**config.mk**
```make
export PLATFORM = sky130hd
export DESIGN_NAME = relay_matrix_interlock_sequencer
export DESIGN_NICKNAME = d
export VERILOG_FILES = /design/src/design/rmis_pkg.sv /design/src/design/relay_matrix_interlock_sequencer.sv /design/src/design/rmis_front.sv /design/src/design/rmis_fifo.sv /design/src/design/rmis_back.sv
export SDC_FILE = /design/constraint.sdc
export NUM_CORES = 1
export LEC_CHECK = 0
export BUFFER_PORTS_ARGS = -buffer_cell sky130_fd_sc_hd__buf_2
export CELL_PAD_IN_SITES_DETAIL_PLACEMENT = 1
export CELL_PAD_IN_SITES_GLOBAL_PLACEMENT = 1
export CORE_ASPECT_RATIO = 1.2
export CORE_MARGIN = 4
export CORE_UTILIZATION = 32
export DETAILED_ROUTE_END_ITERATION = 8
export PLACE_DENSITY_LB_ADDON = 0.1
export SETUP_SLACK_MARGIN = 0.02
export SKIP_LAST_GASP = 1
export SYNTH_ARGS = -nofsm -noshare
export SYNTH_HDL_FRONTEND = slang
export SYNTH_SLANG_ARGS = --single-unit
```
**constraint.sdc**
```tcl
create_clock -name clk -period 15.45 [get_ports clk]
set_input_delay 0.7725 -clock clk [delete_from_list [all_inputs] [get_ports clk]]
set_output_delay 0.7725 -clock clk [all_outputs]
set_load 0.01 [all_outputs]
```
**src/design/rmis_pkg.sv**
```systemverilog
// Shared types, constants and code tables for the relay matrix interlock sequencer.
`timescale 1ns / 1ps
`default_nettype none
package rmis_pkg;

  localparam int NUM_CODES   = 68;
  localparam int RELAY_W     = 34;
  localparam int RIDX_W      = 6;
  localparam int CODE_W      = 7;
  localparam int COUNT_W     = 4;
  localparam int DISC_W      = 12;
  localparam int SLOT_W      = 16;
  localparam int SLOT_IDX_W  = 4;
  localparam int QUEUE_DEPTH = 4;
  localparam int QPTR_W      = $clog2(QUEUE_DEPTH);
  localparam int QCNT_W      = $clog2(QUEUE_DEPTH + 1);

  localparam logic [RELAY_W-1:0] RELAY_RESET = RELAY_W'((64'd1 << 21) | (64'd1 << 25));
  localparam logic [COUNT_W-1:0] COUNT_SAT   = 4'd15;

  // Register indexes on the configuration port.
  localparam logic [1:0] REG_OUTER_MODE = 2'd0;
  localparam logic [1:0] REG_FRAME_HEAD = 2'd1;
  localparam logic [1:0] REG_FRAME_TAIL = 2'd2;

  // Request codes with special handling.
  localparam logic [CODE_W-1:0] CODE_PKTT     = 7'd55;
  localparam logic [CODE_W-1:0] CODE_NKTT     = 7'd61;
  localparam logic [CODE_W-1:0] CODE_FHPO     = 7'd64;
  localparam logic [CODE_W-1:0] CODE_OHPO     = 7'd65;
  localparam logic [CODE_W-1:0] CODE_FHNO     = 7'd66;
  localparam logic [CODE_W-1:0] CODE_OHNO     = 7'd67;
  localparam logic [CODE_W-1:0] CODE_KN_CLOSE = 7'd32;
  localparam logic [CODE_W-1:0] CODE_KI_CLOSE = 7'd44;
  localparam int KN_FIRST = 16;
  localparam int KN_SIZE  = 6;
  localparam int KI_FIRST = 22;
  localparam int KI_SIZE  = 4;
  localparam int NKTT_RELAY = 29;

  // Output slot positions in a job.
  localparam logic [SLOT_IDX_W-1:0] SLOT_HEAD       = 4'd0;
  localparam logic [SLOT_IDX_W-1:0] SLOT_GRP        = 4'd1;
  localparam logic [SLOT_IDX_W-1:0] SLOT_MAIN       = 4'd2;
  localparam logic [SLOT_IDX_W-1:0] SLOT_DISC_LO    = 4'd3;
  localparam logic [SLOT_IDX_W-1:0] SLOT_DISC_HI    = 4'd9;
  localparam logic [SLOT_IDX_W-1:0] SLOT_TAIL       = 4'd15;
  localparam logic [7:0]            DISC_HI_BASE    = 8'h20;

  localparam logic [7:0] CMD_BYTE [NUM_CODES] = '{
    8'h16, 8'h14, 8'h26, 8'h24, 8'h01, 8'h00, 8'h31, 8'h11, 8'h32, 8'h17,
    8'h1f, 8'h1d, 8'h2f, 8'h2d, 8'h08, 8'h09, 8'h38, 8'h18, 8'h3b, 8'h1e,
    8'h15, 8'h13, 8'h27, 8'h25, 8'h12, 8'h10,
    8'h1c, 8'h1a, 8'h2e, 8'h2c, 8'h1b, 8'h19,
    8'h06, 8'h07, 8'h04, 8'h05, 8'h02, 8'h03,
    8'h0f, 8'h0e, 8'h0d, 8'h0c, 8'h0b, 8'h0a,
    8'h37, 8'h36, 8'h35, 8'h34,
    8'h3e, 8'h3f, 8'h3c, 8'h3d,
    8'h23, 8'h20, 8'h21, 8'h33, 8'h22, 8'h30,
    8'h2a, 8'h29, 8'h28, 8'h3a, 8'h2b, 8'h39,
    8'h41, 8'h40, 8'h43, 8'h42
  };

  typedef struct packed {
    logic       outer_mode;
    logic [7:0] frame_head;
    logic [7:0] frame_tail;
  } rmis_cfg_t;

  typedef struct packed {
    logic              head;
    logic              grp_vld;
    logic [7:0]        grp_byte;
    logic              main_vld;
    logic [7:0]        main_byte;
    logic [DISC_W-1:0] disc;
    logic              tail;
  } rmis_job_t;

  function automatic logic [RIDX_W-1:0] relay_of(input logic [CODE_W-1:0] code);
    logic [CODE_W-1:0] r;
    begin
      if (code < 7'd10)      r = code;
      else if (code < 7'd26) r = code - 7'd10;
      else if (code < 7'd38) r = code - 7'd16;
      else if (code < 7'd48) r = code - 7'd22;
      else if (code < 7'd58) r = code - 7'd26;
      else if (code < 7'd64) r = code - 7'd32;
      else if (code < 7'd66) r = 7'd32;
      else                   r = 7'd33;
      return r[RIDX_W-1:0];
    end
  endfunction

  function automatic logic is_open(input logic [CODE_W-1:0] code);
    begin
      return (code >= 7'd10 && code <= 7'd19) || (code >= 7'd26 && code <= 7'd31) ||
             (code >= 7'd38 && code <= 7'd43) || (code >= 7'd48 && code <= 7'd51) ||
             (code >= 7'd58 && code <= 7'd63) || code == CODE_OHPO || code == CODE_OHNO;
    end
  endfunction

endpackage
`default_nettype wire

```
**src/design/relay_matrix_interlock_sequencer.sv**
```systemverilog
// Top level of the relay matrix interlock sequencer: config registers and datapath.
`timescale 1ns / 1ps
`default_nettype none
// The front end takes one request beat per cycle whenever its four-entry job
// queue has room, updates the 34-relay map at once and queues the bytes that
// beat causes. The back end emits one byte per cycle while out_ready takes them,
// through a registered output; an item yields one to sixteen bytes (head,
// group close, relay code, up to twelve disconnect codes, tail), and items
// that yield nothing are not queued. The output serializer sets the rate.
module relay_matrix_interlock_sequencer #(
  parameter int MAX_CODES_PER_FRAME = 10
) (
  input  wire logic                        clk,
  input  wire logic                        rst_n,
  input  wire logic                        psel,
  input  wire logic                        penable,
  input  wire logic                        pwrite,
  input  wire logic [3:0]                  paddr,
  input  wire logic [31:0]                 pwdata,
  output logic [31:0]                      prdata,
  output logic                             pready,
  input  wire logic                        in_valid,
  output logic                             in_ready,
  input  wire logic                        in_func,
  input  wire logic [rmis_pkg::CODE_W-1:0] in_switch_code,
  input  wire logic                        in_batch_end,
  output logic                             out_valid,
  input  wire logic                        out_ready,
  output logic [7:0]                       out_byte,
  output logic                             out_frame_last
);

  rmis_pkg::rmis_cfg_t cfg_r, cfg_nxt;
  rmis_pkg::rmis_job_t push_job;
  rmis_pkg::rmis_job_t head_job;
  logic                q_push;
  logic                q_full;
  logic                q_avail;
  logic                q_pop;
  logic                wr_en;

  assign pready = 1'b1;
  assign wr_en  = psel && penable && pwrite;

  always_comb begin
    cfg_nxt = cfg_r;
    if (wr_en) begin
      unique case (paddr[3:2])
        rmis_pkg::REG_OUTER_MODE: cfg_nxt.outer_mode = pwdata[0];
        rmis_pkg::REG_FRAME_HEAD: cfg_nxt.frame_head = pwdata[7:0];
        rmis_pkg::REG_FRAME_TAIL: cfg_nxt.frame_tail = pwdata[7:0];
        default: cfg_nxt = cfg_r;
      endcase
    end
    unique case (paddr[3:2])
      rmis_pkg::REG_OUTER_MODE: prdata = {31'd0, cfg_r.outer_mode};
      rmis_pkg::REG_FRAME_HEAD: prdata = {24'd0, cfg_r.frame_head};
      rmis_pkg::REG_FRAME_TAIL: prdata = {24'd0, cfg_r.frame_tail};
      default: prdata = 32'd0;
    endcase
  end

  always_ff @(posedge clk) begin
    if (!rst_n) begin
      cfg_r.outer_mode <= 1'b0;
      cfg_r.frame_head <= 8'hff;
      cfg_r.frame_tail <= 8'hff;
    end else begin
      cfg_r <= cfg_nxt;
    end
  end

  rmis_front #(
    .MAX_CODES_PER_FRAME(MAX_CODES_PER_FRAME)
  ) u_front (
    .clk            (clk),
    .rst_n          (rst_n),
    .cfg            (cfg_r),
    .in_valid       (in_valid),
    .in_ready       (in_ready),
    .in_func        (in_func),
    .in_switch_code (in_switch_code),
    .in_batch_end   (in_batch_end),
    .q_full         (q_full),
    .q_push         (q_push),
    .q_job          (push_job)
  );

  rmis_fifo u_fifo (
    .clk      (clk),
    .rst_n    (rst_n),
    .push     (q_push),
    .push_job (push_job),
    .full     (q_full),
    .avail    (q_avail),
    .pop      (q_pop),
    .head_job (head_job)
  );

  rmis_back u_back (
    .clk            (clk),
    .rst_n          (rst_n),
    .cfg            (cfg_r),
    .q_avail        (q_avail),
    .q_job          (head_job),
    .q_pop          (q_pop),
    .out_valid      (out_valid),
    .out_ready      (out_ready),
    .out_byte       (out_byte),
    .out_frame_last (out_frame_last)
  );

endmodule
`default_nettype wire

```
**src/design/rmis_front.sv**
```systemverilog
// Front end: accepts requests, updates the relay map and builds output jobs.
`timescale 1ns / 1ps
`default_nettype none
module rmis_front #(
  parameter int MAX_CODES_PER_FRAME = 10
) (
  input  wire logic                          clk,
  input  wire logic                          rst_n,
  input  wire rmis_pkg::rmis_cfg_t           cfg,
  input  wire logic                          in_valid,
  output logic                               in_ready,
  input  wire logic                          in_func,
  input  wire logic [rmis_pkg::CODE_W-1:0]   in_switch_code,
  input  wire logic                          in_batch_end,
  input  wire logic                          q_full,
  output logic                               q_push,
  output rmis_pkg::rmis_job_t                q_job
);

  logic [rmis_pkg::RELAY_W-1:0] relay_on_r, relay_on_nxt;
  logic [rmis_pkg::COUNT_W-1:0] codes_sent_r, codes_sent_nxt;
  logic                         stopped_r, stopped_nxt;

  logic                          accept;
  logic                          invalid;
  logic                          skip;
  logic [rmis_pkg::CODE_W-1:0]   code_m;
  logic [rmis_pkg::CODE_W-1:0]   code_k;
  logic [rmis_pkg::RIDX_W-1:0]   ridx;
  logic                          open_req;
  logic                          act;
  logic                          is_ki;
  logic                          is_kn;
  logic                          grp_emit;
  logic [7:0]                    grp_byte;
  logic [rmis_pkg::RELAY_W-1:0]  grp_clr;
  logic                          main_emit;
  logic [rmis_pkg::COUNT_W:0]    sum;
  logic [rmis_pkg::COUNT_W-1:0]  cnt1;
  logic [rmis_pkg::RELAY_W-1:0]  relay_req;
  logic                          has_codes;

  assign in_ready = !q_full;
  assign accept   = in_valid && in_ready;

  always_comb begin
    code_m = in_switch_code;
    if (cfg.outer_mode) begin
      if (in_switch_code <= 7'd5)
        code_m = rmis_pkg::CODE_FHPO;
      else if (in_switch_code >= 7'd10 && in_switch_code <= 7'd15)
        code_m = rmis_pkg::CODE_OHPO;
      else if (in_switch_code >= 7'd20 && in_switch_code <= 7'd25)
        code_m = rmis_pkg::CODE_FHNO;
      else if (in_switch_code >= 7'd26 && in_switch_code <= 7'd31)
        code_m = rmis_pkg::CODE_OHNO;
    end
    invalid = in_switch_code >= 7'(rmis_pkg::NUM_CODES);
    code_k  = (code_m == rmis_pkg::CODE_NKTT && relay_on_r[rmis_pkg::NKTT_RELAY]) ?
              rmis_pkg::CODE_PKTT : code_m;
    skip    = invalid || code_m == rmis_pkg::CODE_PKTT ||
              (code_k >= 7'd44 && code_k <= 7'd47) || (code_k >= 7'd32 && code_k <= 7'd37);
    ridx     = rmis_pkg::relay_of(code_k);
    open_req = rmis_pkg::is_open(code_k);
    act      = !stopped_r && !skip && (relay_on_r[ridx] != open_req);
    is_ki    = code_k >= 7'd48 && code_k <= 7'd51;
    is_kn    = code_k >= 7'd38 && code_k <= 7'd43;

    grp_emit = 1'b0;
    grp_byte = 8'h00;
    grp_clr  = '0;
    if (act && is_ki) begin
      for (int i = rmis_pkg::KI_SIZE - 1; i >= 0; i--) begin
        if (relay_on_r[rmis_pkg::KI_FIRST + i]) begin
          grp_emit = 1'b1;
          grp_byte = rmis_pkg::CMD_BYTE[int'(rmis_pkg::CODE_KI_CLOSE) + i];
          grp_clr  = rmis_pkg::RELAY_W'(1) << (rmis_pkg::KI_FIRST + i);
        end
      end
    end
    if (act && is_kn) begin
      for (int i = rmis_pkg::KN_SIZE - 1; i >= 0; i--) begin
        if (relay_on_r[rmis_pkg::KN_FIRST + i]) begin
          grp_emit = 1'b1;
          grp_byte = rmis_pkg::CMD_BYTE[int'(rmis_pkg::CODE_KN_CLOSE) + i];
          grp_clr  = rmis_pkg::RELAY_W'(1) << (rmis_pkg::KN_FIRST + i);
        end
      end
    end
    main_emit = act;

    sum  = {1'b0, codes_sent_r} + {4'd0, grp_emit} + {4'd0, main_emit};
    cnt1 = sum[rmis_pkg::COUNT_W] ? rmis_pkg::COUNT_SAT : sum[rmis_pkg::COUNT_W-1:0];

    relay_req = relay_on_r & ~grp_clr;
    if (main_emit)
      relay_req = relay_req ^ (rmis_pkg::RELAY_W'(1) << ridx);

    has_codes = cnt1 != '0;

    q_job.head      = (grp_emit || main_emit) && codes_sent_r == '0;
    q_job.grp_vld   = grp_emit;
    q_job.grp_byte  = grp_byte;
    q_job.main_vld  = main_emit;
    q_job.main_byte = rmis_pkg::CMD_BYTE[code_k];
    q_job.disc      = (in_batch_end && has_codes && cfg.outer_mode) ?
                      {relay_req[15:10], relay_req[5:0]} : '0;
    q_job.tail      = in_batch_end && has_codes;

    q_push = accept && !in_func && (grp_emit || main_emit || q_job.tail);

    relay_on_nxt   = relay_on_r;
    codes_sent_nxt = codes_sent_r;
    stopped_nxt    = stopped_r;
    if (accept) begin
      if (in_func) begin
        relay_on_nxt = rmis_pkg::RELAY_RESET;
      end else begin
        relay_on_nxt   = relay_req;
        codes_sent_nxt = cnt1;
        stopped_nxt    = stopped_r || (!stopped_r && invalid) ||
                         (main_emit && cnt1 >= rmis_pkg::COUNT_W'(MAX_CODES_PER_FRAME));
        if (in_batch_end) begin
          codes_sent_nxt = '0;
          stopped_nxt    = 1'b0;
        end
      end
    end
  end

  always_ff @(posedge clk) begin
    if (!rst_n) begin
      relay_on_r   <= rmis_pkg::RELAY_RESET;
      codes_sent_r <= '0;
      stopped_r    <= 1'b0;
    end else begin
      relay_on_r   <= relay_on_nxt;
      codes_sent_r <= codes_sent_nxt;
      stopped_r    <= stopped_nxt;
    end
  end

endmodule
`default_nettype wire

```
**src/design/rmis_fifo.sv**
```systemverilog
// Short job queue between the front end and the byte serializer.
`timescale 1ns / 1ps
`default_nettype none
module rmis_fifo (
  input  wire logic                clk,
  input  wire logic                rst_n,
  input  wire logic                push,
  input  wire rmis_pkg::rmis_job_t push_job,
  output logic                     full,
  output logic                     avail,
  input  wire logic                pop,
  output rmis_pkg::rmis_job_t      head_job
);

  rmis_pkg::rmis_job_t            mem_r [rmis_pkg::QUEUE_DEPTH];
  logic [rmis_pkg::QPTR_W-1:0]    wr_ptr_r, wr_ptr_nxt;
  logic [rmis_pkg::QPTR_W-1:0]    rd_ptr_r, rd_ptr_nxt;
  logic [rmis_pkg::QCNT_W-1:0]    cnt_r, cnt_nxt;
  logic                           do_push;
  logic                           do_pop;

  assign full     = cnt_r == rmis_pkg::QCNT_W'(rmis_pkg::QUEUE_DEPTH);
  assign avail    = cnt_r != '0;
  assign head_job = mem_r[rd_ptr_r];
  assign do_push  = push && !full;
  assign do_pop   = pop && avail;

  always_comb begin
    wr_ptr_nxt = do_push ? wr_ptr_r + 1'b1 : wr_ptr_r;
    rd_ptr_nxt = do_pop  ? rd_ptr_r + 1'b1 : rd_ptr_r;
    cnt_nxt    = cnt_r + rmis_pkg::QCNT_W'(do_push) - rmis_pkg::QCNT_W'(do_pop);
  end

  always_ff @(posedge clk) begin
    if (!rst_n) begin
      wr_ptr_r <= '0;
      rd_ptr_r <= '0;
      cnt_r    <= '0;
    end else begin
      wr_ptr_r <= wr_ptr_nxt;
      rd_ptr_r <= rd_ptr_nxt;
      cnt_r    <= cnt_nxt;
    end
  end

  always_ff @(posedge clk) begin
    if (do_push) begin
      mem_r[wr_ptr_r] <= push_job;
    end
  end

endmodule
`default_nettype wire

```
**src/design/rmis_back.sv**
```systemverilog
// Back end: serializes queued jobs into frame bytes through an output register.
`timescale 1ns / 1ps
`default_nettype none
module rmis_back (
  input  wire logic                clk,
  input  wire logic                rst_n,
  input  wire rmis_pkg::rmis_cfg_t cfg,
  input  wire logic                q_avail,
  input  wire rmis_pkg::rmis_job_t q_job,
  output logic                     q_pop,
  output logic                     out_valid,
  input  wire logic                out_ready,
  output logic [7:0]               out_byte,
  output logic                     out_frame_last
);

  logic [rmis_pkg::SLOT_W-1:0]     pend_r, pend_nxt;
  logic [7:0]                      grp_byte_r, grp_byte_nxt;
  logic [7:0]                      main_byte_r, main_byte_nxt;
  logic                            out_valid_r, out_valid_nxt;
  logic [7:0]                      out_byte_r, out_byte_nxt;
  logic                            out_last_r, out_last_nxt;

  logic                            out_free;
  logic                            emit;
  logic [rmis_pkg::SLOT_IDX_W-1:0] idx;
  logic [rmis_pkg::SLOT_W-1:0]     pend_after;
  logic [7:0]                      slot_byte;

  assign out_valid      = out_valid_r;
  assign out_byte       = out_byte_r;
  assign out_frame_last = out_last_r;

  always_comb begin
    out_free = !out_valid_r || out_ready;
    emit     = (pend_r != '0) && out_free;

    idx = rmis_pkg::SLOT_TAIL;
    for (int i = rmis_pkg::SLOT_W - 1; i >= 0; i--) begin
      if (pend_r[i]) idx = rmis_pkg::SLOT_IDX_W'(i);
    end

    if (idx == rmis_pkg::SLOT_HEAD)
      slot_byte = cfg.frame_head;
    else if (idx == rmis_pkg::SLOT_GRP)
      slot_byte = grp_byte_r;
    else if (idx == rmis_pkg::SLOT_MAIN)
      slot_byte = main_byte_r;
    else if (idx == rmis_pkg::SLOT_TAIL)
      slot_byte = cfg.frame_tail;
    else if (idx < rmis_pkg::SLOT_DISC_HI)
      slot_byte = {4'd0, idx - rmis_pkg::SLOT_DISC_LO};
    else
      slot_byte = rmis_pkg::DISC_HI_BASE + {4'd0, idx - rmis_pkg::SLOT_DISC_HI};

    pend_after = pend_r;
    if (emit)
      pend_after[idx] = 1'b0;

    q_pop         = q_avail && pend_after == '0;
    pend_nxt      = pend_after;
    grp_byte_nxt  = grp_byte_r;
    main_byte_nxt = main_byte_r;
    if (q_pop) begin
      pend_nxt      = {q_job.tail, q_job.disc, q_job.main_vld, q_job.grp_vld, q_job.head};
      grp_byte_nxt  = q_job.grp_byte;
      main_byte_nxt = q_job.main_byte;
    end

    out_valid_nxt = out_valid_r && !out_ready;
    out_byte_nxt  = out_byte_r;
    out_last_nxt  = out_last_r;
    if (emit) begin
      out_valid_nxt = 1'b1;
      out_byte_nxt  = slot_byte;
      out_last_nxt  = idx == rmis_pkg::SLOT_TAIL;
    end
  end

  always_ff @(posedge clk) begin
    if (!rst_n) begin
      pend_r      <= '0;
      out_valid_r <= 1'b0;
    end else begin
      pend_r      <= pend_nxt;
      out_valid_r <= out_valid_nxt;
    end
  end

  always_ff @(posedge clk) begin
    grp_byte_r  <= grp_byte_nxt;
    main_byte_r <= main_byte_nxt;
    out_byte_r  <= out_byte_nxt;
    out_last_r  <= out_last_nxt;
  end

endmodule
`default_nettype wire
```
==> reports/metrics.yaml, run 1 <==
crit_required_ps: 15850
die_h_microns: 219
num_vias: 9604
gp_congestion: 0.823
cts_setup_buffers: 0
cap_violations: 0
ios: 96
yosys-top-cells-area: "edfxtp_1 32%, dfxtp_1 14%, mux4_2 5.1%"
syn_area_sq_mm: 0.0119
dp_slack_ps: 5480
synth_cell_type_count: 95
synth_edf_count: 128
grt_setup_unrepaired: "false"
ys_seq_area_frac: 0.461
drive_gt1_frac: 0.125
dpl_cell_area_sq_mm: 0.0124
skew_ps: 17.9
worst_path_most_repeated_cell: "ha_1"
status: "finished clean"
grt_max_degree: 36
tritoncts: "done"
synthDominantCellAreaShare: 0.323
cts_root_buffer: "clkbuf_16"
coreArea_sq_mm: 0.0368
period_minus_slack_ps: 9540
die_area_sq_mm: 0.0403
report.final.hold_viol_count: 0
drtIter0Drc: 524
p_leak_nw: 4.56
min_path_type: "reg -> reg"
drc: 0
drt_wl_total_mm: 38.2
io_buffer_count: 44
initial_core_util: 0.323
ys_async_sr_fraction: 0
crit_path_top_delay_cell: "o21ai_2"
grt_pass1_vias: 10200
clock_sinks: 210
period_share: 0.617
area_growth_pct: 11.0
crit_type: "in -> reg"
max_freq_ghz: 0.105
nets: 1293
netlist_instances: 1196
track_usage: 0.188
worst_setup_path_end_kind: "flop"
cp.arrival_ps: 9940
yosysWarnings: 0
antenna_left: 0
num_rows: 77
cts_hold_buf: 0
avgRoutedWirePerCell_microns: 22.4
max-slew-margin-rel: 0.318
viasPerCell: 5.64
cts_resized: 0
grt_first_pass_wirelength_mm: 60.5
fin_setup_tns_ps: 0
yosysMostFrequentCell: "edfxtp_1"
clk_path_buf_depth: 3
numCtsBuffers: 25
tightestPinTransition_ps: 1020
globalRouteOverflowTotal: 0
postSynthAreaPerCell_sq_um: 9.95
finalInstanceArea_sq_mm: 0.0132
finalSetupViolCount: 0
p_per_area_mw_per_mm2: 146
cpPeakStageDelay_ps: 660
cp_max_fo: 27
synthFlopType: "edfxtp_1"
synth_top_area_cell: "edfxtp_1"
final_max_slew_viol_count: 0
ys_seq_elements: 210
dr.pass1.iters: 5
antenna_found_initial: 0
path_clk_slew_ps: 60
worst_ir_drop_vdd_mv: 0.0773
synthTopCellsByCount: "128 x edfxtp_1, 121 x nand2_1, 91 x nor2_1"
htree_levels: 1
crit_path_start_kind: "primary input"
clkLatencyLatePin_ps: 520
hpwl_mm: 26.4
worst_slack_ps: 5910
final_util: 0.359
die_width_microns: 184
routing by layer:
| metal | track usage | vias up | part of all wire |
|---|---|---|---|
| li1 | - | 4526 | - |
| met1 | 0.237 | 4801 | 0.43 |
| met2 | 0.333 | 211 | 0.50 |
| met3 | 0.0222 | 66 | 0.038 |
| met4 | 0.0656 | 0 | 0.033 |
| met5 | 0 | - | 0 |
sequential cells by signal, indices dropped and copies added, names as in the netlist, 2 cells and up, named ones only:
signal and flops:
cfg_r 17, u_fifo.wr_ptr_r 2, u_back.main_byte_r 7, u_fifo.cnt_r 3, u_front.relay_on_r 34, u_fifo.rd_ptr_r 2
u_back.grp_byte_r 4, u_fifo.mem_r 108, u_back.out_byte 8, u_back.pend_r 16, u_front.codes_sent_r 4
cell type report:
class	count	area [sq um]
diodes	1	2.50
inverters	44	165
clock inverters	12	85.1
clock buffers	33	666
flip-flops and latches	210	5490
multi-input cells	865	5830
repair buffers	64	370
fillers	4212	23600
well taps	474	593
cells in the final DEF, fill, tap and decap left out, types with 18 or more instances in the layout:
master and instances:
edfxtp_1 128, nand2_1 121, nor2_1 90, a21oi_1 84, dfxtp_1 80, o21ai_0 51, buf_2 44, nand3_1 42
inv_1 36, nor3_1 30, ha_1 29, mux4_2 27, conb_1 25, clkbuf_16 25, o21a_1 23, o211ai_1 20
buf_4 20, or3_1 18, xnor2_1 18
path summary, 6_finish.rpt:
kind | from | end | slack, ps | depth (start not counted)
max | in_switch_code[5] | u_fifo.cnt_r[2]$_SDFF_PN0_ | 5910 | 29
max reg2reg | cfg_r[16]$_SDFFE_PN0P_ | u_fifo.cnt_r[2]$_SDFF_PN0_ | 6140 | 29
min | u_front.relay_on_r[27]$_SDFFE_PN0P_ | u_front.relay_on_r[27]$_SDFFE_PN0P_ | 480 | 1
min reg2reg | u_front.relay_on_r[27]$_SDFFE_PN0P_ | u_front.relay_on_r[27]$_SDFFE_PN0P_ | 480 | 1
metrics by stage:
stage	power (mW)	std cells	hold slack, ps
floorplan	1.19	1219	433
global placement	1.39	1657	473
detailed placement	1.40	1657	471
CTS	1.96	1702	467
global route	2.05	1702	481
finish	1.93	1703	479
critical path, delay by kind of cell:
family | cells | cell delay [ps]
xor+xnor | 3 | 850
fa+ha+maj | 5 | 2070
compound gates | 11 | 3580
mux | 1 | 230
buf+inv | 4 | 1500
simple gates | 5 | 890
power breakdown:
group / total, mW / leakage, nW / internal (mW) / switching (mW)
Combinational: 0.663 / 2.30 / 0.246 / 0.417
Clock: 0.551 / 0.366 / 0.319 / 0.232
Sequential: 0.716 / 1.89 / 0.673 / 0.0440
Total: 1.93 / 4.56 / 1.24 / 0.694
cell families (layout without fill, tap and decap cells):
group | Yosys count | after routing | share of synthesized area
AOI/OAI and AO/OA | 353 | 353 | 0.206
xor gates and xnor gates | 20 | 20 | 0.0160
adders and majority gates | 31 | 31 | 0.0339
buffers and inverters | 144 | 153 | 0.0572
DFF | 210 | 210 | 0.461
muxes | 41 | 41 | 0.0630
other | 2 | 26 | 0.000631
and+or+nand+nor | 395 | 395 | 0.163
(Power assumes the default switching activity.)
==> inputs of run 2 (changes only) <==
--- a/config.mk
+++ b/config.mk
@@ -5,6 +5,7 @@
 export SDC_FILE = /design/constraint.sdc
 export NUM_CORES = 1
 export LEC_CHECK = 0
+export ABC_AREA = 1
 export BUFFER_PORTS_ARGS = -buffer_cell sky130_fd_sc_hd__buf_2
 export CELL_PAD_IN_SITES_DETAIL_PLACEMENT = 1
 export CELL_PAD_IN_SITES_GLOBAL_PLACEMENT = 1
==> constraint.sdc (replaced) <==
create_clock -name clk -period 10 [get_ports clk]
set_input_delay 0.5 -clock clk [delete_from_list [all_inputs] [get_ports clk]]
set_output_delay 0.5 -clock clk [all_outputs]
set_load 0.01 [all_outputs]
==> run 2 against run 1 <==
  * Largest cell class is now flip-flops and latches
  * Non-clock buffer count decreased by 3
  * Clock power rose by 76%
  * Routed wire length fell by 2.4%
  * Register-to-register slack worse by 4100 ps
  * Critical path depth rose by 12
  * Design area grew 1.0%
  * Area after synthesis shrank 0.47%
  * Global-route usage decreased by 0.39 points
  * Synthesized cell count rose by 23%
  * Die area fell by 0.45%
  * Utilization grew 0.95 points
==> reports/metrics.yaml, run 2 <==
crit_path_start_kind: "primary input"
reg2reg_depth: 38  # +31%
antenna_left: 0  # unchanged
most-common-layout-cells: "272 x nand2_1, 183 x nor2_1, 138 x inv_1"
p_total_mw: 2.97  # +54%
track_usage: 0.184  # -0.00394
initial_core_util: 0.327  # +0.00356
final_common_cell: "nand2_1"
nets: 1582  # +22%
critPathLaunch: "in_switch_code[5]"
clk_path_buf_depth: 3  # unchanged
synth_edf_count: 128  # unchanged
regToRegStartpoint: "cfg_r[16]$_SDFFE_PN0P_"
report.final.hold_viol_count: 0  # unchanged
gp_congestion: 0.835  # +1.4%
seqPwrFrac: 0.360  # -0.011
dr.pass1.iters: 5  # unchanged
worst_setup_path_end_kind: "flop"
htree_levels: 1  # unchanged
final_util: 0.368  # +0.00947
netlist_instances: 1467  # +23%
p_leak_nw: 5.13  # +12%
final_max_slew_viol_count: 0  # unchanged
dpl_cell_area_sq_mm: 0.0124  # about the same
ys_seq_elements: 210  # unchanged
grt_pass1_vias: 10500  # +3.0%
drt_wl_total_mm: 37.2  # -2.4%
worst_path_most_repeated_cell: "nand2_1"
hpwl_mm: 26.7  # +1.1%
max-slew-margin-rel: 0.232  # -0.0862
min_path_type: "in -> reg"
max_freq_ghz: 0.124
drtIter0Drc: 590  # +13%
whs_ps: 183  # -296 ps
period_minus_slack_ps: 8060
r2r-end: "u_fifo.cnt_r[2]$_SDFF_PN0_"
finalInstanceArea_sq_mm: 0.0133  # +1.0%
grt_max_degree: 56  # +56%
synthFlopType: "edfxtp_1"
cts_hold_buf: 0  # unchanged
rrSetupSlack_ps: 2070  # -4070 ps
biggestRegsByFlops: "u_fifo.mem_r x108, u_front.relay_on_r x34, cfg_r x17"
switching_share: 0.356  # -0.00338
globalRouteOverflowTotal: 0  # unchanged
cap_violations: 0  # unchanged
largest_register: "u_fifo.mem_r"
avgRoutedWirePerCell_microns: 18.7  # -16%
p_per_area_mw_per_mm2: 222  # +52%
cpPeakStageDelay_ps: 540  # -120 ps
worst_slack_ps: 1940  # -3970 ps
clock_sinks: 210  # unchanged
switchingPower_mw: 1.06  # +52%
path_clk_slew_ps: 60  # about the same
num_rows: 76  # -1.3%
coreArea_sq_mm: 0.0362  # -1.6%
cts_resized: 0  # unchanged
p_comb_frac: 0.313  # -0.031
syn_area_sq_mm: 0.0118  # -0.47%
period_share: 0.806
grt_first_pass_wirelength_mm: 58.9  # -2.6%
finalSetupViolCount: 0  # unchanged
power.share.clock: 0.326  # +0.041
yosysWarnings: 0  # unchanged
num_vias: 10200  # +5.9%
viasPerCell: 5.12  # -9.3%
clkLatencyLatePin_ps: 550  # +30 ps
stdcell_count: 1987  # +17%
die_width_microns: 184  # -0.23%
io_buffer_count: 44  # unchanged
crit_path_top_delay_cell: "o21ai_0"
die_area_sq_mm: 0.0402  # -0.45%
tightestPinTransition_ps: 1150  # +130 ps
drc: 0  # unchanged
diodes: 0  # -1
ys_seq_area_frac: 0.463  # +0.00219
critPathBufInv: 4  # unchanged
critPathCapture: "u_fifo.cnt_r[2]$_SDFF_PN0_"
worst_ir_drop_vdd_mv: 0.0931  # +21%
drive_gt1_frac: 0.115  # -0.0109
cp_max_fo: 18  # -33%
crit_required_ps: 10390  # -5460 ps
postSynthAreaPerCell_sq_um: 8.07  # -19%
post-place-cells: 1939  # +17%
numCtsBuffers: 26  # +4.0%
cts_setup_buffers: 0  # unchanged
antenna_found_initial: 0  # unchanged
dp_slack_ps: 1410  # -4070 ps
crit_type: "in -> reg"
largest_register_ffs: 108  # unchanged
yosys-top-cells-area: "edfxtp_1 32%, dfxtp_1 14%, nand2_1 8.6%"
ys_async_sr_fraction: 0  # unchanged
skew_ps: 21.4  # +3.48 ps
internal_power_mw: 1.91  # +55%
crit_cells: 41  # +41%
cpLargestDelayFamily: "simple AND/OR/NAND/NOR gates"
synthTopCellsByCount: "272 x nand2_1, 187 x nor2_1, 138 x inv_1"
status: "finished clean"
synthDominantCellAreaShare: 0.325  # +0.00154
tritoncts: "done"
cp.arrival_ps: 8450  # -1490 ps
synth_cell_type_count: 58  # -39%
area_growth_pct: 12.7
grt_setup_unrepaired: "false"
yosysMostFrequentCell: "nand2_1"
fin_setup_tns_ps: 0  # unchanged
cts_root_buffer: "clkbuf_16"
synth_top_area_cell: "edfxtp_1"
die_h_microns: 219  # -0.23%
ios: 96  # unchanged
-- run 2: worst reg2reg max path, delay by kind of cell, from the launching register on --
| kind | cells | cell delay [ps] |
|---|---|---|
| and+or+nand+nor | 24 | 3550 |
| AOI/OAI and AO/OA | 4 | 1100 |
| adders and majority gates | 5 | 1600 |
| buffers and inverters | 3 | 390 |
| DFF | 1 | 750 |
| xor gates and xnor gates | 2 | 350 |
-- run 2: routing by layer --
layer,part of all wire,vias to the layer above,wire length (microns),GRT usage
li1,-,5012,-,-
met1,0.44,4956,16300,0.230
met2,0.51,150,19100,0.337
met3,0.029,50,1090,0.0225
met4,0.020,0,754,0.0460
met5,0,-,0,0
-- run 2: worst min-delay path by stage --
stage                                   startpoint  cells past startpoint                                  end  slack [ps]
2_1_floorplan      u_fifo.rd_ptr_r[1]$_SDFFE_PN0P_                      2                                 flop         440
3_3_place_gp   u_front.relay_on_r[32]$_SDFFE_PN0P_                      2  u_front.relay_on_r[32]$_SDFFE_PN0P_         450
3_5_place_dp   u_front.relay_on_r[31]$_SDFFE_PN0P_                      2  u_front.relay_on_r[31]$_SDFFE_PN0P_         450
4_1_cts                                  pwdata[7]                      3                cfg_r[7]$_SDFFE_PN1P_         160
5_1_grt                                  pwdata[3]                      3                cfg_r[3]$_SDFFE_PN1P_         180
6_report                                 pwdata[7]                      3                cfg_r[7]$_SDFFE_PN1P_         180
-- run 2: final cells by class --
cell class / count / area, sq um
clock buffers: 29 / 672
clock inverters: 19 / 223
fillers: 4381 / 22900
inverters: 161 / 604
multi-input cells: 1039 / 5420
flip-flops and latches: 210 / 5490
well taps: 468 / 586
repair buffers: 61 / 348
-- run 2: power groups by stage --
stage	combinational [mW]	clock [mW]	sequential (mW)
2_1_floorplan	0.498	0	1.07
4_1_cts	0.945	1.00	1.07
5_1_grt	1.05	1.04	1.08
3_5_place_dp	0.942	0	1.09
6_report	0.930	0.969	1.07
3_3_place_gp	0.929	0	1.09
-- run 2: cell families after synthesis --
logic type	count (synthesis)	synth area share
other cells	2	0.000634
buf+inv	241	0.0870
compound gates	330	0.160
fa+ha+maj	31	0.0340
simple gates	636	0.243
flops	210	0.463
xor+xnor	17	0.0126
==> inputs of run 3 (changes only) <==
--- a/config.mk
+++ b/config.mk
@@ -5,7 +5,7 @@
 export SDC_FILE = /design/constraint.sdc
 export NUM_CORES = 1
 export LEC_CHECK = 0
-export ABC_AREA = 1
+export ABC_AREA = 0
 export BUFFER_PORTS_ARGS = -buffer_cell sky130_fd_sc_hd__buf_2
 export CELL_PAD_IN_SITES_DETAIL_PLACEMENT = 1
 export CELL_PAD_IN_SITES_GLOBAL_PLACEMENT = 1
==> constraint.sdc (replaced) <==
create_clock -name clk -period 7.7 [get_ports clk]
set_input_delay 0.385 -clock clk [delete_from_list [all_inputs] [get_ports clk]]
set_output_delay 0.385 -clock clk [all_outputs]
set_load 0.01 [all_outputs]
==> run 3 against run 2 <==
  * Critical endpoint unchanged
  * Register-to-register slack got worse by 1500 ps
  * Die area grew 0.46%
  * Utilization down 0.20 points
  * Clock power grew 23%
  * Count of clock-buffer cells in the layout up 2
  * Non-clock buffer count increased by 29
==> reports/metrics.yaml, run 3 (synthesis results as in run 1) <==
cpPeakStageDelay_ps: 460  # -80 ps
nFillCells: 4115  # -6.1%
cp_max_fo: 9  # -9
largest_register: "u_fifo.mem_r"
clk_path_buf_depth: 3  # unchanged
numCtsBuffers: 24  # -7.7%
cts_setup_buffers: 0  # unchanged
globalRouteOverflowTotal: 0  # unchanged
use_met2: 0.329  # -0.00771
p_per_area_mw_per_mm2: 294  # +32%
final_max_slew_viol_count: 0  # unchanged
crit_path_start_kind: "flop"
tritoncts: "done"
worst_ir_drop_vdd_mv: 0.143  # +54%
max-slew-margin-rel: 0.314  # +0.0823
cts_root_buffer: "clkbuf_16"
coreArea_sq_mm: 0.0368  # +1.6%
rrSetupSlack_ps: 580  # -1490 ps
fin_setup_tns_ps: 0  # unchanged
path_clk_slew_ps: 60  # about the same
cap_violations: 0  # unchanged
regToRegStartpoint: "cfg_r[16]$_SDFFE_PN0P_"
antenna_left: 0  # unchanged
largest_register_ffs: 108  # unchanged
track_usage: 0.184  # about the same
biggestRegsByFlops: "u_fifo.mem_r x108, u_front.relay_on_r x34, cfg_r x17"
period_share: 0.924
crit_type: "reg -> reg"
die_area_sq_mm: 0.0403  # +0.46%
top_usage_layer: "met2"
min_to: "cfg_r[6]$_SDFFE_PN1P_"
num_vias: 9583  # -5.8%
antenna_found_initial: 0  # unchanged
cts_hold_buf: 0  # unchanged
nets: 1318  # -17%
worst_setup_path_end_kind: "flop"
clock_sinks: 210  # unchanged
finalSetupViolCount: 0  # unchanged
clkLatencyLatePin_ps: 520  # -30 ps
dr.pass1.iters: 5  # unchanged
die_h_microns: 219  # +0.23%
cpLargestDelayFamily: "compound AO/OA/AOI/OAI gates"
met1_usage: 0.233  # +0.00272
report.final.hold_viol_count: 0  # unchanged
min_path_cells: 3  # unchanged
worst_path_most_repeated_cell: "ha_1"
final_common_cell: "edfxtp_1"
diodes: 0  # unchanged
grt_pass1_vias: 10000  # -4.0%
status: "finished clean"
p_leak_nw: 4.72  # -7.9%
area_growth_pct: 13.3
initial_core_util: 0.323  # -0.00356
cts_resized: 0  # unchanged
gp_congestion: 0.863  # +3.3%
grt_max_degree: 34  # -39%
num_rows: 77  # +1.3%
crit_path_top_delay_cell: "dfxtp_2"
stdcell_count: 1727  # -13%
r2r-end: "u_fifo.cnt_r[2]$_SDFF_PN0_"
min_path_type: "in -> reg"
avgRoutedWirePerCell_microns: 21.8  # +16%
period_minus_slack_ps: 7120
drtIter0Drc: 516  # -13%
hpwl_mm: 27.2  # +2.0%
drt_wl_total_mm: 37.6  # +0.90%
ios: 96  # unchanged
skew_ps: 31.4  # +9.95 ps
most-common-layout-cells: "128 x edfxtp_1, 121 x nand2_1, 89 x nor2_1"
reg2reg_depth: 29  # -24%
drive_gt1_frac: 0.148  # +0.0331
die_width_microns: 184  # +0.23%
hp-start: "pwdata[6]"
post-place-cells: 1683  # -13%
viasPerCell: 5.55  # +8.4%
critPathBufInv: 2  # -2
tightestPinTransition_ps: 1030  # -124 ps
cp.arrival_ps: 7510  # -940 ps
grt_setup_unrepaired: "false"
grt_first_pass_wirelength_mm: 59.0  # +0.14%
io_buffer_count: 44  # unchanged
grt_util_met3: 0.0201  # -0.00241
max_freq_ghz: 0.140
crit_required_ps: 8090  # -2300 ps
drc: 0  # unchanged
htree_levels: 1  # unchanged
[run 3: power by group]
| group | switching, mW | total (mW) | internal, mW |
|---|---|---|---|
| clock | 0.454 | 1.19 | 0.737 |
| sequential | 0.0878 | 1.44 | 1.35 |
| combinational | 0.834 | 1.34 | 0.505 |
| total | 1.38 | 3.97 | 2.59 |
[run 3: worst max-delay path by stage]
stage | start | end | slack, ps | cells after the start
after global routing | cfg_r[16]$_SDFFE_PN0P_ | u_fifo.cnt_r[2]$_SDFF_PN0_ | 60 | 29
final | cfg_r[16]$_SDFFE_PN0P_ | u_fifo.cnt_r[2]$_SDFF_PN0_ | 580 | 29
after floorplan | in_switch_code[3] | u_fifo.cnt_r[2]$_SDFF_PN0_ | 780 | 33
after detailed placement | in_switch_code[5] | u_fifo.cnt_r[2]$_SDFF_PN0_ | 370 | 32
after global placement | cfg_r[16]$_SDFFE_PN0P_ | u_fifo.cnt_r[2]$_SDFF_PN0_ | 390 | 30
after CTS | cfg_r[16]$_SDFFE_PN0P_ | u_fifo.cnt_r[2]$_SDFF_PN0_ | 350 | 30
[run 3: cell type report]
cell class | instances | area (sq um) | area share
clock buffers | 31 | 658 | 0.0488
clock inverters | 13 | 171 | 0.0127
inverters | 44 | 165 | 0.0123
multi-input cells | 865 | 5830 | 0.433
flip-flops and latches | 210 | 5490 | 0.407
well taps | 474 | 593 | 0.0440
repair buffers | 90 | 566 | 0.0420
[run 3: worst register-to-register path: cells and delay by family, from the launching register on]
kind | cells | cell delay (ps)
DFF | 1 | 460
and+or+nand+nor | 8 | 1560
buffers and inverters | 2 | 280
AOI/OAI and AO/OA | 10 | 2410
adders and majority gates | 5 | 1610
muxes | 1 | 220
xor gates and xnor gates | 3 | 450
[run 3: stage by stage]
step	setup WS (ps)	utilization	instance area (sq um)	total power, mW	hold WS [ps]
6_report	582	0.366	13500	3.97	106
5_1_grt	56.8	0.366	13500	4.23	107
4_1_cts	349	0.366	13500	4.03	88.9
3_5_place_dp	369	0.344	12600	2.82	483
3_3_place_gp	393	0.344	12600	2.80	479
2_1_floorplan	779	-	12000	2.40	433
[run 3: routing by layer]
metal / up-vias / share of wire / wire (microns)
met5: - / 0 / 0
li1: 4569 / - / -
met2: 194 / 0.51 / 19100
met4: 0 / 0.032 / 1200
met3: 79 / 0.034 / 1280
met1: 4741 / 0.43 / 16000
